$ cat src/rtl/core/assert_macros.svh
// ----------------------------------------------------------------------------
// assert_macros.svh
// Assertion helpers shared by the framer modules. Each macro expects the
// module to have clk_i and rst_ni in scope.
// ----------------------------------------------------------------------------
`ifndef ASSERT_MACROS_SVH
`define ASSERT_MACROS_SVH

// property must hold at every clock edge outside reset
`define J1708_ASSERT(name, prop) \
  name: assert property (@(posedge clk_i) disable iff (!rst_ni) prop) \
    else $error("j1708 framer: property failed");

// condition must never be seen at a clock edge outside reset
`define J1708_NEVER(name, cond) \
  name: assert property (@(posedge clk_i) disable iff (!rst_ni) !(cond)) \
    else $error("j1708 framer: forbidden condition");

`endif

$ cat src/rtl/core/j1708mf_pkg.sv
// ----------------------------------------------------------------------------
// j1708mf_pkg
// Types, codes and sizes shared by the J1708 message framer modules.
// ----------------------------------------------------------------------------
package j1708mf_pkg;

  // sizes
  localparam int unsigned TIME_BITS     = 48;
  localparam int unsigned MAX_LEN       = 256;
  localparam int unsigned LEN_BITS      = $clog2(MAX_LEN + 1);
  localparam int unsigned BW_BITS       = 32;
  localparam int unsigned MB_BITS       = 8;
  localparam int unsigned APB_ADDR_BITS = 3;
  localparam int unsigned APB_DATA_BITS = 32;
  localparam int unsigned QUEUE_DEPTH   = 4;
  localparam int unsigned QPTR_BITS     = $clog2(QUEUE_DEPTH);

  // threshold widths: ceil((break + 1) * bw / 256) and ceil(12 * bw / 256)
  localparam int unsigned MULT_BITS = MB_BITS + 1 + BW_BITS;
  localparam int unsigned THR_BITS  = MULT_BITS + 1 - 8;
  localparam int unsigned BAV_BITS  = BW_BITS + 4 + 1 - 8;

  localparam logic [MB_BITS-1:0] MB_RESET = 8'd2;

  // register indexes
  localparam logic REG_BIT_WIDTH     = 1'b0;
  localparam logic REG_MESSAGE_BREAK = 1'b1;

  // event opcodes
  localparam logic [2:0] OP_START_BIT = 3'd0;
  localparam logic [2:0] OP_DATA      = 3'd1;
  localparam logic [2:0] OP_STOP_BIT  = 3'd2;
  localparam logic [2:0] OP_IDLE      = 3'd3;
  localparam logic [2:0] OP_END       = 3'd5;

  typedef enum logic [1:0] {
    PH_WAIT_START,
    PH_WAIT_DATA,
    PH_WAIT_STOP
  } phase_e;

  typedef enum logic [2:0] {
    KIND_BYTE         = 3'd0,
    KIND_VALID        = 3'd1,
    KIND_CHECKSUM_ERR = 3'd2,
    KIND_TOO_SHORT    = 3'd3,
    KIND_GAP          = 3'd4
  } kind_e;

  // event class after decode
  typedef enum logic [2:0] {
    CLS_START,
    CLS_DATA,
    CLS_STOP,
    CLS_IDLE,
    CLS_END
  } cls_e;

  typedef struct packed {
    logic [2:0]           opcode;
    logic [TIME_BITS-1:0] start_time;
    logic [TIME_BITS-1:0] end_time;
    logic [7:0]           data_byte;
    logic                 direction;
  } in_item_t;

  typedef struct packed {
    kind_e                kind;
    logic [7:0]           byte_value;
    logic [7:0]           byte_index;
    logic [7:0]           msg_id;
    logic [7:0]           received_check;
    logic [7:0]           computed_check;
    logic [LEN_BITS-1:0]  msg_length;
    logic [TIME_BITS-1:0] span_start;
    logic [TIME_BITS-1:0] span_end;
    logic [TIME_BITS-1:0] gap_samples;
    logic                 bus_access_violation;
    logic                 last;
  } out_item_t;

  // decoded event passed from front to back
  typedef struct packed {
    cls_e                 cls;
    logic [TIME_BITS-1:0] stamp;
    logic [7:0]           data_byte;
  } cmd_t;

  // gap thresholds derived from the registers
  typedef struct packed {
    logic                enable;
    logic [THR_BITS-1:0] brk_thr;
    logic [BAV_BITS-1:0] bav_thr;
  } gap_cfg_t;

endpackage

$ cat src/rtl/core/j1708mf_regs.sv
// ----------------------------------------------------------------------------
// j1708mf_regs
// APB register file with the bit width and message break registers, and
// registered gap thresholds derived from them.
// ----------------------------------------------------------------------------
module j1708mf_regs
  import j1708mf_pkg::*;
(
  input  logic                     clk_i,
  input  logic                     rst_ni,
  input  logic                     psel,
  input  logic                     penable,
  input  logic                     pwrite,
  input  logic [APB_ADDR_BITS-1:0] paddr,
  input  logic [APB_DATA_BITS-1:0] pwdata,
  output logic [APB_DATA_BITS-1:0] prdata,
  output logic                     pready,
  output gap_cfg_t                 gap_cfg_o
);

  logic [BW_BITS-1:0]   bw_q, bw_d;
  logic [MB_BITS-1:0]   mb_q, mb_d;
  logic                 wr_en;
  logic                 reg_sel;
  logic [MB_BITS:0]     mb_plus1;
  logic [MULT_BITS-1:0] brk_prod;
  logic [MULT_BITS:0]   brk_round;
  logic [BW_BITS+3:0]   bw_x12;
  logic [BW_BITS+4:0]   bav_round;
  gap_cfg_t             gap_cfg_q, gap_cfg_d;

  assign pready  = 1'b1;
  assign reg_sel = paddr[2];
  assign wr_en   = psel && penable && pwrite;

  // register writes
  always_comb begin
    bw_d = bw_q;
    mb_d = mb_q;
    if (wr_en) begin
      unique case (reg_sel)
        REG_BIT_WIDTH:     bw_d = pwdata[BW_BITS-1:0];
        REG_MESSAGE_BREAK: mb_d = pwdata[MB_BITS-1:0];
        default:           bw_d = bw_q;
      endcase
    end
  end

  // read back
  always_comb begin
    unique case (reg_sel)
      REG_BIT_WIDTH:     prdata = APB_DATA_BITS'(bw_q);
      REG_MESSAGE_BREAK: prdata = APB_DATA_BITS'(mb_q);
      default:           prdata = '0;
    endcase
  end

  // break threshold: ceil((break + 1) * bw / 256)
  assign mb_plus1  = {1'b0, mb_q} + (MB_BITS + 1)'(1);
  assign brk_prod  = MULT_BITS'(mb_plus1) * MULT_BITS'(bw_q);
  assign brk_round = {1'b0, brk_prod} + (MULT_BITS + 1)'(255);

  // bus access threshold: ceil(12 * bw / 256)
  assign bw_x12    = {1'b0, bw_q, 3'b000} + {2'b00, bw_q, 2'b00};
  assign bav_round = {1'b0, bw_x12} + (BW_BITS + 5)'(255);

  always_comb begin
    gap_cfg_d.enable  = (bw_q != '0);
    gap_cfg_d.brk_thr = brk_round[MULT_BITS:8];
    gap_cfg_d.bav_thr = bav_round[BW_BITS+4:8];
  end

  always_ff @(posedge clk_i or negedge rst_ni) begin
    if (!rst_ni) begin
      bw_q      <= '0;
      mb_q      <= MB_RESET;
      gap_cfg_q <= '0;
    end else begin
      bw_q      <= bw_d;
      mb_q      <= mb_d;
      gap_cfg_q <= gap_cfg_d;
    end
  end

  assign gap_cfg_o = gap_cfg_q;

endmodule

$ cat src/rtl/core/j1708mf_front.sv
// ----------------------------------------------------------------------------
// j1708mf_front
// Input stage: accepts receiver events, drops those that never matter
// (transmit data, ignored opcodes) and hands decoded events to the queue.
// ----------------------------------------------------------------------------
module j1708mf_front
  import j1708mf_pkg::*;
(
  input  logic     clk_i,
  input  logic     rst_ni,
  input  logic     in_valid_i,
  output logic     in_stall_o,
  input  in_item_t in_data_i,
  output logic     q_push_o,
  output cmd_t     q_data_o,
  input  logic     q_full_i
);

  logic f_valid_q, f_valid_d;
  cmd_t f_cmd_q, f_cmd_d;
  logic accept;
  logic keep;
  cls_e cls;

  assign in_stall_o = f_valid_q && q_full_i;
  assign accept     = in_valid_i && !in_stall_o;
  assign q_push_o   = f_valid_q && !q_full_i;
  assign q_data_o   = f_cmd_q;

  // decode the opcode
  always_comb begin
    keep = 1'b1;
    cls  = CLS_IDLE;
    unique case (in_data_i.opcode)
      OP_START_BIT: cls = CLS_START;
      OP_DATA: begin
        cls  = CLS_DATA;
        keep = !in_data_i.direction;
      end
      OP_STOP_BIT:  cls = CLS_STOP;
      OP_IDLE:      cls = CLS_IDLE;
      OP_END:       cls = CLS_END;
      default:      keep = 1'b0;
    endcase
  end

  // holding register in front of the queue
  always_comb begin
    f_valid_d = f_valid_q;
    f_cmd_d   = f_cmd_q;
    if (q_push_o) begin
      f_valid_d = 1'b0;
    end
    if (accept) begin
      f_valid_d         = keep;
      f_cmd_d.cls       = cls;
      f_cmd_d.stamp     = (cls == CLS_STOP) ? in_data_i.end_time : in_data_i.start_time;
      f_cmd_d.data_byte = in_data_i.data_byte;
    end
  end

  always_ff @(posedge clk_i or negedge rst_ni) begin
    if (!rst_ni) begin
      f_valid_q <= 1'b0;
    end else begin
      f_valid_q <= f_valid_d;
    end
  end

  always_ff @(posedge clk_i) begin
    f_cmd_q <= f_cmd_d;
  end

endmodule

$ cat src/rtl/core/j1708mf_queue.sv
// ----------------------------------------------------------------------------
// j1708mf_queue
// Short FIFO of decoded events between the front and back ends.
// ----------------------------------------------------------------------------
`include "assert_macros.svh"

module j1708mf_queue
  import j1708mf_pkg::*;
(
  input  logic clk_i,
  input  logic rst_ni,
  input  logic push_i,
  input  cmd_t push_data_i,
  output logic full_o,
  input  logic pop_i,
  output cmd_t pop_data_o,
  output logic empty_o
);

  cmd_t                 slot_q [QUEUE_DEPTH];
  logic [QPTR_BITS-1:0] wr_ptr_q, wr_ptr_d;
  logic [QPTR_BITS-1:0] rd_ptr_q, rd_ptr_d;
  logic [QPTR_BITS:0]   cnt_q, cnt_d;

  assign full_o     = (cnt_q == (QPTR_BITS + 1)'(QUEUE_DEPTH));
  assign empty_o    = (cnt_q == '0);
  assign pop_data_o = slot_q[rd_ptr_q];

  // pointer and fill count
  always_comb begin
    wr_ptr_d = wr_ptr_q;
    rd_ptr_d = rd_ptr_q;
    cnt_d    = cnt_q;
    if (push_i) begin
      wr_ptr_d = wr_ptr_q + QPTR_BITS'(1);
    end
    if (pop_i) begin
      rd_ptr_d = rd_ptr_q + QPTR_BITS'(1);
    end
    unique case ({push_i, pop_i})
      2'b10:   cnt_d = cnt_q + (QPTR_BITS + 1)'(1);
      2'b01:   cnt_d = cnt_q - (QPTR_BITS + 1)'(1);
      default: cnt_d = cnt_q;
    endcase
  end

  always_ff @(posedge clk_i or negedge rst_ni) begin
    if (!rst_ni) begin
      wr_ptr_q <= '0;
      rd_ptr_q <= '0;
      cnt_q    <= '0;
    end else begin
      wr_ptr_q <= wr_ptr_d;
      rd_ptr_q <= rd_ptr_d;
      cnt_q    <= cnt_d;
    end
  end

  // storage
  always_ff @(posedge clk_i) begin
    if (push_i) begin
      slot_q[wr_ptr_q] <= push_data_i;
    end
  end

  `J1708_NEVER(a_queue_overfill, cnt_q > (QPTR_BITS + 1)'(QUEUE_DEPTH))
  `J1708_ASSERT(a_queue_pop_nonempty, pop_i |-> !empty_o)

endmodule

$ cat src/rtl/core/j1708mf_back.sv
// ----------------------------------------------------------------------------
// j1708mf_back
// Framing engine: phase machine, message state, verdicts and gap reports,
// with an output register and a second slot for the two-result case.
// ----------------------------------------------------------------------------
`include "assert_macros.svh"

module j1708mf_back
  import j1708mf_pkg::*;
(
  input  logic      clk_i,
  input  logic      rst_ni,
  input  gap_cfg_t  gap_cfg_i,
  input  logic      q_valid_i,
  input  cmd_t      q_data_i,
  output logic      q_pop_o,
  output logic      out_valid_o,
  input  logic      out_stall_i,
  output out_item_t out_data_o
);

  phase_e               phase_q, phase_d;
  logic [TIME_BITS-1:0] fs_q, fs_d;
  logic [TIME_BITS-1:0] ps_q, ps_d;
  logic [TIME_BITS-1:0] lv_q, lv_d;
  logic                 fs_ok_q, fs_ok_d;
  logic                 ps_ok_q, ps_ok_d;
  logic                 lv_ok_q, lv_ok_d;
  logic [LEN_BITS-1:0]  cnt_q, cnt_d;
  logic [7:0]           sum_q, sum_d;
  logic [7:0]           first_q, first_d;
  logic [7:0]           last_q, last_d;

  out_item_t out_q, pend_q;
  logic      out_valid_q, pend_valid_q;
  logic      out_free;
  logic      take;

  logic [TIME_BITS-1:0] gap_ps, gap_lv, gap_sel, lv_sel;
  logic                 ge_ps, ge_lv, bav_ps, bav_lv;
  logic                 msg_break, has_bytes, flushing, gap_hit;
  logic [7:0]           calc;
  out_item_t            flush_res, byte_res, gap_res;
  out_item_t            r0, r1;
  logic                 r0_v, r1_v;
  cmd_t                 cmd;

  assign cmd      = q_data_i;
  assign out_free = !out_valid_q || !out_stall_i;
  assign take     = q_valid_i && out_free && !pend_valid_q;
  assign q_pop_o  = take;

  // gap measurements from the last stop bit and from the last message end
  assign gap_ps = cmd.stamp - ps_q;
  assign gap_lv = cmd.stamp - lv_q;
  assign ge_ps  = gap_ps >= TIME_BITS'(gap_cfg_i.brk_thr);
  assign ge_lv  = gap_lv >= TIME_BITS'(gap_cfg_i.brk_thr);
  assign bav_ps = gap_ps < TIME_BITS'(gap_cfg_i.bav_thr);
  assign bav_lv = gap_lv < TIME_BITS'(gap_cfg_i.bav_thr);

  assign msg_break = ps_ok_q && gap_cfg_i.enable && ge_ps;
  assign has_bytes = (cnt_q != '0);
  assign flushing  = fs_ok_q && msg_break && has_bytes;

  // a message closed by this start bit becomes the reference for the gap
  assign lv_sel  = flushing ? ps_q : lv_q;
  assign gap_sel = flushing ? gap_ps : gap_lv;
  assign gap_hit = flushing || (lv_ok_q && gap_cfg_i.enable && ge_lv);

  // checksum over all bytes but the last
  assign calc = 8'h00 - (sum_q - last_q);

  // verdict for a closing message
  always_comb begin
    flush_res            = '0;
    flush_res.msg_id     = first_q;
    flush_res.msg_length = cnt_q;
    flush_res.span_start = fs_q;
    flush_res.span_end   = ps_q;
    if (cnt_q < LEN_BITS'(2)) begin
      flush_res.kind = KIND_TOO_SHORT;
    end else begin
      flush_res.kind           = (calc == last_q) ? KIND_VALID : KIND_CHECKSUM_ERR;
      flush_res.received_check = last_q;
      flush_res.computed_check = calc;
    end
  end

  // echo of a stored byte
  always_comb begin
    byte_res            = '0;
    byte_res.kind       = KIND_BYTE;
    byte_res.byte_value = cmd.data_byte;
    byte_res.byte_index = cnt_q[7:0];
    byte_res.msg_id     = has_bytes ? first_q : cmd.data_byte;
    byte_res.msg_length = cnt_q + LEN_BITS'(1);
  end

  // inter-message gap report
  always_comb begin
    gap_res                      = '0;
    gap_res.kind                 = KIND_GAP;
    gap_res.span_start           = lv_sel;
    gap_res.span_end             = cmd.stamp;
    gap_res.gap_samples          = gap_sel;
    gap_res.bus_access_violation = flushing ? bav_ps : bav_lv;
  end

  // phase machine: next state
  always_comb begin
    phase_d = phase_q;
    if (take) begin
      unique case (cmd.cls)
        CLS_END:   if (has_bytes) phase_d = PH_WAIT_START;
        CLS_START: if (phase_q == PH_WAIT_START) phase_d = PH_WAIT_DATA;
        CLS_DATA:  if (phase_q == PH_WAIT_DATA) phase_d = PH_WAIT_STOP;
        CLS_STOP:  if (phase_q == PH_WAIT_STOP) phase_d = PH_WAIT_START;
        CLS_IDLE:  phase_d = phase_q;
        default:   phase_d = phase_q;
      endcase
    end
  end

  // phase machine: message state and results
  always_comb begin
    fs_d    = fs_q;
    fs_ok_d = fs_ok_q;
    ps_d    = ps_q;
    ps_ok_d = ps_ok_q;
    lv_d    = lv_q;
    lv_ok_d = lv_ok_q;
    cnt_d   = cnt_q;
    sum_d   = sum_q;
    first_d = first_q;
    last_d  = last_q;
    r0      = '0;
    r1      = '0;
    r0_v    = 1'b0;
    r1_v    = 1'b0;
    if (take) begin
      unique case (cmd.cls)
        CLS_END: begin
          if (has_bytes) begin
            r0      = flush_res;
            r0_v    = 1'b1;
            lv_d    = ps_q;
            lv_ok_d = ps_ok_q;
            fs_d    = '0;
            fs_ok_d = 1'b0;
            ps_d    = '0;
            ps_ok_d = 1'b0;
            cnt_d   = '0;
            sum_d   = '0;
            first_d = '0;
            last_d  = '0;
          end
        end
        CLS_START: begin
          if (phase_q == PH_WAIT_START) begin
            if (!fs_ok_q) begin
              fs_d    = cmd.stamp;
              fs_ok_d = 1'b1;
            end else if (msg_break) begin
              if (has_bytes) begin
                r0      = flush_res;
                r0_v    = 1'b1;
                lv_d    = ps_q;
                lv_ok_d = 1'b1;
              end
              fs_d    = '0;
              fs_ok_d = 1'b0;
              ps_d    = '0;
              ps_ok_d = 1'b0;
              cnt_d   = '0;
              sum_d   = '0;
              first_d = '0;
              last_d  = '0;
            end
            // gap report restarts the message at this start bit
            if (gap_hit) begin
              lv_d    = '0;
              lv_ok_d = 1'b0;
              fs_d    = cmd.stamp;
              fs_ok_d = 1'b1;
              if (r0_v) begin
                r1   = gap_res;
                r1_v = 1'b1;
              end else begin
                r0   = gap_res;
                r0_v = 1'b1;
              end
            end
          end
        end
        CLS_IDLE: begin
          if (phase_q == PH_WAIT_START && msg_break) begin
            if (has_bytes) begin
              r0      = flush_res;
              r0_v    = 1'b1;
              lv_d    = ps_q;
              lv_ok_d = 1'b1;
            end
            fs_d    = '0;
            fs_ok_d = 1'b0;
            ps_d    = '0;
            ps_ok_d = 1'b0;
            cnt_d   = '0;
            sum_d   = '0;
            first_d = '0;
            last_d  = '0;
          end
        end
        CLS_DATA: begin
          // bytes past the length limit are dropped silently
          if (phase_q == PH_WAIT_DATA && cnt_q < LEN_BITS'(MAX_LEN)) begin
            if (!has_bytes) begin
              first_d = cmd.data_byte;
            end
            last_d = cmd.data_byte;
            sum_d  = sum_q + cmd.data_byte;
            cnt_d  = cnt_q + LEN_BITS'(1);
            r0     = byte_res;
            r0_v   = 1'b1;
          end
        end
        CLS_STOP: begin
          if (phase_q == PH_WAIT_STOP) begin
            ps_d    = cmd.stamp;
            ps_ok_d = 1'b1;
          end
        end
        default: begin
          r0_v = 1'b0;
        end
      endcase
    end
    r0.last = !r1_v;
    r1.last = 1'b1;
  end

  always_ff @(posedge clk_i or negedge rst_ni) begin
    if (!rst_ni) begin
      phase_q <= PH_WAIT_START;
      fs_q    <= '0;
      fs_ok_q <= 1'b0;
      ps_q    <= '0;
      ps_ok_q <= 1'b0;
      lv_q    <= '0;
      lv_ok_q <= 1'b0;
      cnt_q   <= '0;
      sum_q   <= '0;
      first_q <= '0;
      last_q  <= '0;
    end else begin
      phase_q <= phase_d;
      fs_q    <= fs_d;
      fs_ok_q <= fs_ok_d;
      ps_q    <= ps_d;
      ps_ok_q <= ps_ok_d;
      lv_q    <= lv_d;
      lv_ok_q <= lv_ok_d;
      cnt_q   <= cnt_d;
      sum_q   <= sum_d;
      first_q <= first_d;
      last_q  <= last_d;
    end
  end

  // output register and second-result slot: valid flags
  always_ff @(posedge clk_i or negedge rst_ni) begin
    if (!rst_ni) begin
      out_valid_q  <= 1'b0;
      pend_valid_q <= 1'b0;
    end else if (out_free) begin
      if (pend_valid_q) begin
        out_valid_q  <= 1'b1;
        pend_valid_q <= 1'b0;
      end else begin
        out_valid_q  <= take && r0_v;
        pend_valid_q <= take && r1_v;
      end
    end
  end

  // output register and second-result slot: payload
  always_ff @(posedge clk_i) begin
    if (out_free) begin
      if (pend_valid_q) begin
        out_q <= pend_q;
      end else if (take && r0_v) begin
        out_q  <= r0;
        pend_q <= r1;
      end
    end
  end

  assign out_valid_o = out_valid_q;
  assign out_data_o  = out_q;

  `J1708_ASSERT(a_pend_behind_out, pend_valid_q |-> out_valid_q)
  `J1708_ASSERT(a_pend_last_order, pend_valid_q |-> (!out_q.last && pend_q.last))
  `J1708_ASSERT(a_byte_len_index,
    (out_valid_q && out_q.kind == KIND_BYTE) |->
      (out_q.msg_length == LEN_BITS'(out_q.byte_index) + LEN_BITS'(1)))

endmodule

$ cat src/rtl/core/j1708_message_framer_core.sv
// ----------------------------------------------------------------------------
// j1708_message_framer_core
// Frames J1708 messages from UART receiver events: echoes stored bytes,
// gives a verdict per message and reports inter-message gaps.
//
//   channel   direction  handshake            payload
//   in        input      in_valid_i/stall_o   in_item_t  (receiver event)
//   out       output     out_valid_o/stall_i  out_item_t (framer result)
//   apb       input      psel/penable/pready  bit_width_q8, message_break
//
// One event is taken per cycle while in_stall_o is low; its first result
// passes through the front register, the queue and the back-end output register.
// An event giving two results holds the back end while the second result
// leaves through the output register.
// Reset clears the phase machine, message state, queue and result valids.
// A stalled output fills the four-entry queue, after which in_stall_o rises.
// ----------------------------------------------------------------------------
module j1708_message_framer_core
  import j1708mf_pkg::*;
(
  input  logic                     clk_i,
  input  logic                     rst_ni,
  input  logic                     psel,
  input  logic                     penable,
  input  logic                     pwrite,
  input  logic [APB_ADDR_BITS-1:0] paddr,
  input  logic [APB_DATA_BITS-1:0] pwdata,
  output logic [APB_DATA_BITS-1:0] prdata,
  output logic                     pready,
  input  logic                     in_valid_i,
  output logic                     in_stall_o,
  input  in_item_t                 in_data_i,
  output logic                     out_valid_o,
  input  logic                     out_stall_i,
  output out_item_t                out_data_o
);

  gap_cfg_t gap_cfg;
  logic     q_push;
  cmd_t     q_push_data;
  logic     q_full;
  logic     q_pop;
  cmd_t     q_pop_data;
  logic     q_empty;

  // configuration registers
  j1708mf_regs u_regs (
    .clk_i     (clk_i),
    .rst_ni    (rst_ni),
    .psel      (psel),
    .penable   (penable),
    .pwrite    (pwrite),
    .paddr     (paddr),
    .pwdata    (pwdata),
    .prdata    (prdata),
    .pready    (pready),
    .gap_cfg_o (gap_cfg)
  );

  // event decode
  j1708mf_front u_front (
    .clk_i      (clk_i),
    .rst_ni     (rst_ni),
    .in_valid_i (in_valid_i),
    .in_stall_o (in_stall_o),
    .in_data_i  (in_data_i),
    .q_push_o   (q_push),
    .q_data_o   (q_push_data),
    .q_full_i   (q_full)
  );

  // decoupling queue
  j1708mf_queue u_queue (
    .clk_i       (clk_i),
    .rst_ni      (rst_ni),
    .push_i      (q_push),
    .push_data_i (q_push_data),
    .full_o      (q_full),
    .pop_i       (q_pop),
    .pop_data_o  (q_pop_data),
    .empty_o     (q_empty)
  );

  // framing engine
  j1708mf_back u_back (
    .clk_i       (clk_i),
    .rst_ni      (rst_ni),
    .gap_cfg_i   (gap_cfg),
    .q_valid_i   (!q_empty),
    .q_data_i    (q_pop_data),
    .q_pop_o     (q_pop),
    .out_valid_o (out_valid_o),
    .out_stall_i (out_stall_i),
    .out_data_o  (out_data_o)
  );

endmodule
$ cat config.mk
export PLATFORM = sky130hd
export DESIGN_NAME = j1708_message_framer_core
export DESIGN_NICKNAME = d
export VERILOG_FILES = /design/src/rtl/core/j1708mf_pkg.sv /design/src/rtl/core/j1708mf_regs.sv /design/src/rtl/core/j1708mf_front.sv /design/src/rtl/core/j1708mf_queue.sv /design/src/rtl/core/j1708mf_back.sv /design/src/rtl/core/j1708_message_framer_core.sv
export VERILOG_INCLUDE_DIRS = /design/src /design/src/rtl/core
export SDC_FILE = /design/constraint.sdc
export NUM_CORES = 2
export LEC_CHECK = 0
export BUFFER_PORTS_ARGS = -buffer_cell sky130_fd_sc_hd__buf_4
export CORE_MARGIN = 5
export CORE_UTILIZATION = 35
export DETAILED_ROUTE_END_ITERATION = 12
export HOLD_SLACK_MARGIN = 0.1
export PLACE_DENSITY_LB_ADDON = 0.08
export SLEW_MARGIN = 20
export SYNTH_ARGS = -nofsm -noshare
export SYNTH_HDL_FRONTEND = slang
export SYNTH_SLANG_ARGS = --single-unit
$ cat constraint.sdc
create_clock -name clk_i -period 16.7 [get_ports clk_i]
set_input_delay 3.34 -clock clk_i [delete_from_list [all_inputs] [get_ports clk_i]]
set_output_delay 3.34 -clock clk_i [all_outputs]
set_load 0.02 [all_outputs]
==> impl_metrics.yaml <==
detailed_routing:
  dr.first_iter.drc_count: 3043
  wire_per_inst_um: 24.4
  dr.pass1.iters: 7
  drc: 0
  viasPerCell: 5.27
  vias: 40300
  ant_nets: 0
  wirelength_um: 187000
setup_path:
  critPathBufInv: 4
  start_kind: "register"
  max_stage_delay_ns: 0.86
  r2r-start: "u_queue.rd_ptr_q[0]"
  critPathRequiredTime_ns: 17.08
  slowest_stage: "dfrtp_4"
  crit_family: "compound AO/OA/AOI/OAI gates"
  crit_path_cell_trace: "buf_4 -> mux4_2 -> ha_1 -> and3_1 -> and2_1 -> nand2_1 -> a311oi_1 -> nor3_1 -> o21ai_0 -> xnor2_1 -> ha_1 -> nand4_1 -> or2_2 -> or3_1 -> o211ai_1 -> o21ai_0 -> o31a_1 -> o41a_1 -> a31oi_4 -> buf_4 -> buf_4 -> nand3b_1 -> buf_4 -> o21ai_0"
  cp.arrival_ns: 10.13
  crit_fanout: 41
  cp_common_cell: "buf_4"
  cp-end-kind: "register"
  critPathKind: "reg2reg"
  startpoint: "u_queue.rd_ptr_q[0]"
finish:
  register_area_um2: 26600
  layout-drive-gt1-share: 0.154
  fin_util: 0.407
  fillers: 15700
  design_area_um2: 66400
  nets: 6168
  areaGrowthSynthToFinish_pct: 15.7
  multi_input_area_um2: 28000
floorplanning:
  rows: 148
  die_h_um: 415
  ios: 383
  core_area_um2: 163000
  start_util: 0.352
  dieArea_um2: 172000
  dieWidth_um: 415
place:
  portBuffers: 379
  placed_cell_area_um2: 62700
  place.gp.congestion: 0.868
  place_ws_ns: 6.86
  dp_hpwl_um: 138000
run:
  maxCapViolations: 0
clocking:
  clock-sinks: 934
  cts_resized: 0
  hold_buffers: 0
  clkLatencyLatePin_ns: 0.76
  clk_pin_slew_ns: 0.06
  post_cts_buffers: 0
  h-tree-depth: 3
  cts.path.max_buffers: 3
  cts_tree: "done"
  root_buffer: "clkbuf_16"
  cts_buffers: 110
timing:
  post-route-period-util: 0.584
  relSlewSlack: 0.269
  tightest_slew_ns: 1.10
  rsz0062_at_grt: "no"
  setup_slack_ns: 6.95
  setup_viol: 0
  timing.final.hold_violations: 0
  finClkSkew_ns: 0.0556
  max_clock_freq_mhz: 103
  period_minus_slack_ns: 9.75
  fin_setup_tns_ns: 0
  drv_slew: 0
synth:
  yosys.area.top_type: "edfxtp_1"
  ys_ff_latch: 934
  postSynthAreaPerCell_um2: 11.3
  yosys-top-cells-area: "edfxtp_1 (33%), dfrtp_1 (13%), ha_1 (8.9%)"
  yosysWarnings: 0
  synth_ff_type: "edfxtp_1"
  synth_edf_count: 639
  synth_nets: 5859
  netlist_area_um2: 57400
  synthCells: 5079
  ys_types: 93
  yosysTopAreaCellShare: 0.334
  async_flop_share: 0.316
  ys_seq_area_frac: 0.463
global_route:
  grt_overflow_total: 0
  grt_first_pass_wirelength_um: 276000
  grtUsageTotal: 0.211
  grt_max_degree: 140
  first_global_vias: 40500
  antenna_found_initial: 8
min_path:
  min_from: "u_back.fs_q[31]"
  hp-class: "reg2reg"
outcome:
  status: "completed"
[state kept, by name (all words and copies together) (netlist names), 3 cells and up]
signal	cells
u_back.lv_q	48
u_regs.gap_cfg_o	63
u_back.cnt_q	9
u_back.pend_q	146
u_back.ps_q	48
u_back.first_q	8
u_regs.mb_q	8
u_back.fs_q	48
u_back.last_q	8
u_queue.slot_q	236
u_regs.bw_q	32
u_queue.cnt_q	3
u_back.sum_q	8
u_back.out_data_o	198
u_front.q_data_o	59
[final timing paths]
check / to / slack, ns / cells after the start
max: u_back.out_data_o[2] / 6.95 / 24
min: u_back.fs_q[31] / 0.49 / 1
max reg2reg: u_back.out_data_o[2] / 6.95 / 24
min reg2reg: u_back.fs_q[31] / 0.49 / 1
max in group asynchronous: u_regs.gap_cfg_o[9] / 12.14 / 3
min in group asynchronous: u_regs.gap_cfg_o[26] / 2.57 / 1
[cell usage after synthesis, drive strengths merged, types with 12 or more instances]
master,count
a211o,14
a211oi,23
a21o,87
a21oi,217
a221o,58
a22o,96
a22oi,54
a31o,19
a31oi,40
and2,172
and3,50
buf,60
clkbuf,181
dfrtp,294
edfxtp,639
fa,220
ha,410
inv,531
mux2,104
mux2i,58
mux4,59
nand2,387
nand2b,58
nand3,95
nand4,51
nor2,314
nor2b,23
nor3,56
nor4,17
o211ai,25
o21a,47
o21ai,190
o21bai,26
o221ai,44
o311a,12
o311ai,44
o31ai,18
or2,14
or3,15
xnor2,104
xor2,58
[kinds of logic (layout without fill, tap and decap cells)]
group | after synthesis | count (layout) | share of synthesized area
compound gates | 1083 | 1083 | 0.133
xor+xnor | 162 | 162 | 0.0247
fa+ha+maj | 630 | 630 | 0.166
buf+inv | 773 | 1179 | 0.0521
flops | 934 | 934 | 0.463
mux | 221 | 221 | 0.0537
other cells | 1 | 3 | 0.0000654
simple gates | 1275 | 1275 | 0.107
[layout make-up]
cell class | instances | share of cell area
antenna | 2 | 0.0000754
inverter | 532 | 0.0301
tap | 2175 | 0.0410
multi-input combinational | 3372 | 0.423
timing repair buffer | 438 | 0.0502
clock buffer | 145 | 0.0453
sequential | 934 | 0.401
clock inverter | 64 | 0.0101
[layout by cell type (no fill, tap or decap), drive strengths merged, types with 58 or more instances in the layout]
cell and count:
a21oi 217, dfrtp 294, nand3 95, a21o 87, edfxtp 639, nand2b 58, nand2 387, xnor2 104
mux4 59, buf 438, and2 172, nor2 314, fa 220, a221o 58, clkbuf 145, ha 410
inv 537, xor2 58, mux2i 58, mux2 104, o21ai 190, a22o 96
[per-stage QoR]
stage / hold WS [ns] / std cells
after floorplan: 0.458 / 5079
after global placement: 0.467 / 7451
after detailed placement: 0.475 / 7451
after CTS: 0.488 / 7660
after global routing: 0.496 / 7660
final: 0.488 / 7662
[layer usage]
layer | GRT usage | part of all wire | wire (um) | vias up
met5 | 0 | 0 | 0 | -
met4 | 0.0487 | 0.023 | 4220 | 0
met3 | 0.0230 | 0.038 | 7190 | 184
met1 | 0.277 | 0.43 | 80500 | 20300
li1 | - | - | - | 18900
met2 | 0.376 | 0.51 | 95400 | 970
[worst reg2reg max path, cell delays in order, from the launching register on]
cell      delay [ns]
dfrtp_4         0.86
buf_4           0.67
mux4_2          0.76
ha_1            0.47
and3_1          0.27
and2_1          0.25
nand2_1         0.13
a311oi_1        0.66
nor3_1          0.15
o21ai_0         0.24
xnor2_1         0.17
ha_1            0.32
nand4_1         0.11
or2_2           0.34
or3_1           0.41
o211ai_1        0.17
o21ai_0         0.11
o31a_1          0.12
o41a_1          0.23
a31oi_4         0.18
buf_4           0.35
buf_4           0.54
nand3b_1        0.55
buf_4           0.49
o21ai_0         0.82
Power is left out: the tool's default activity adds up to more than one toggle a clock period on the data nets, which glitch-free logic cannot reach.
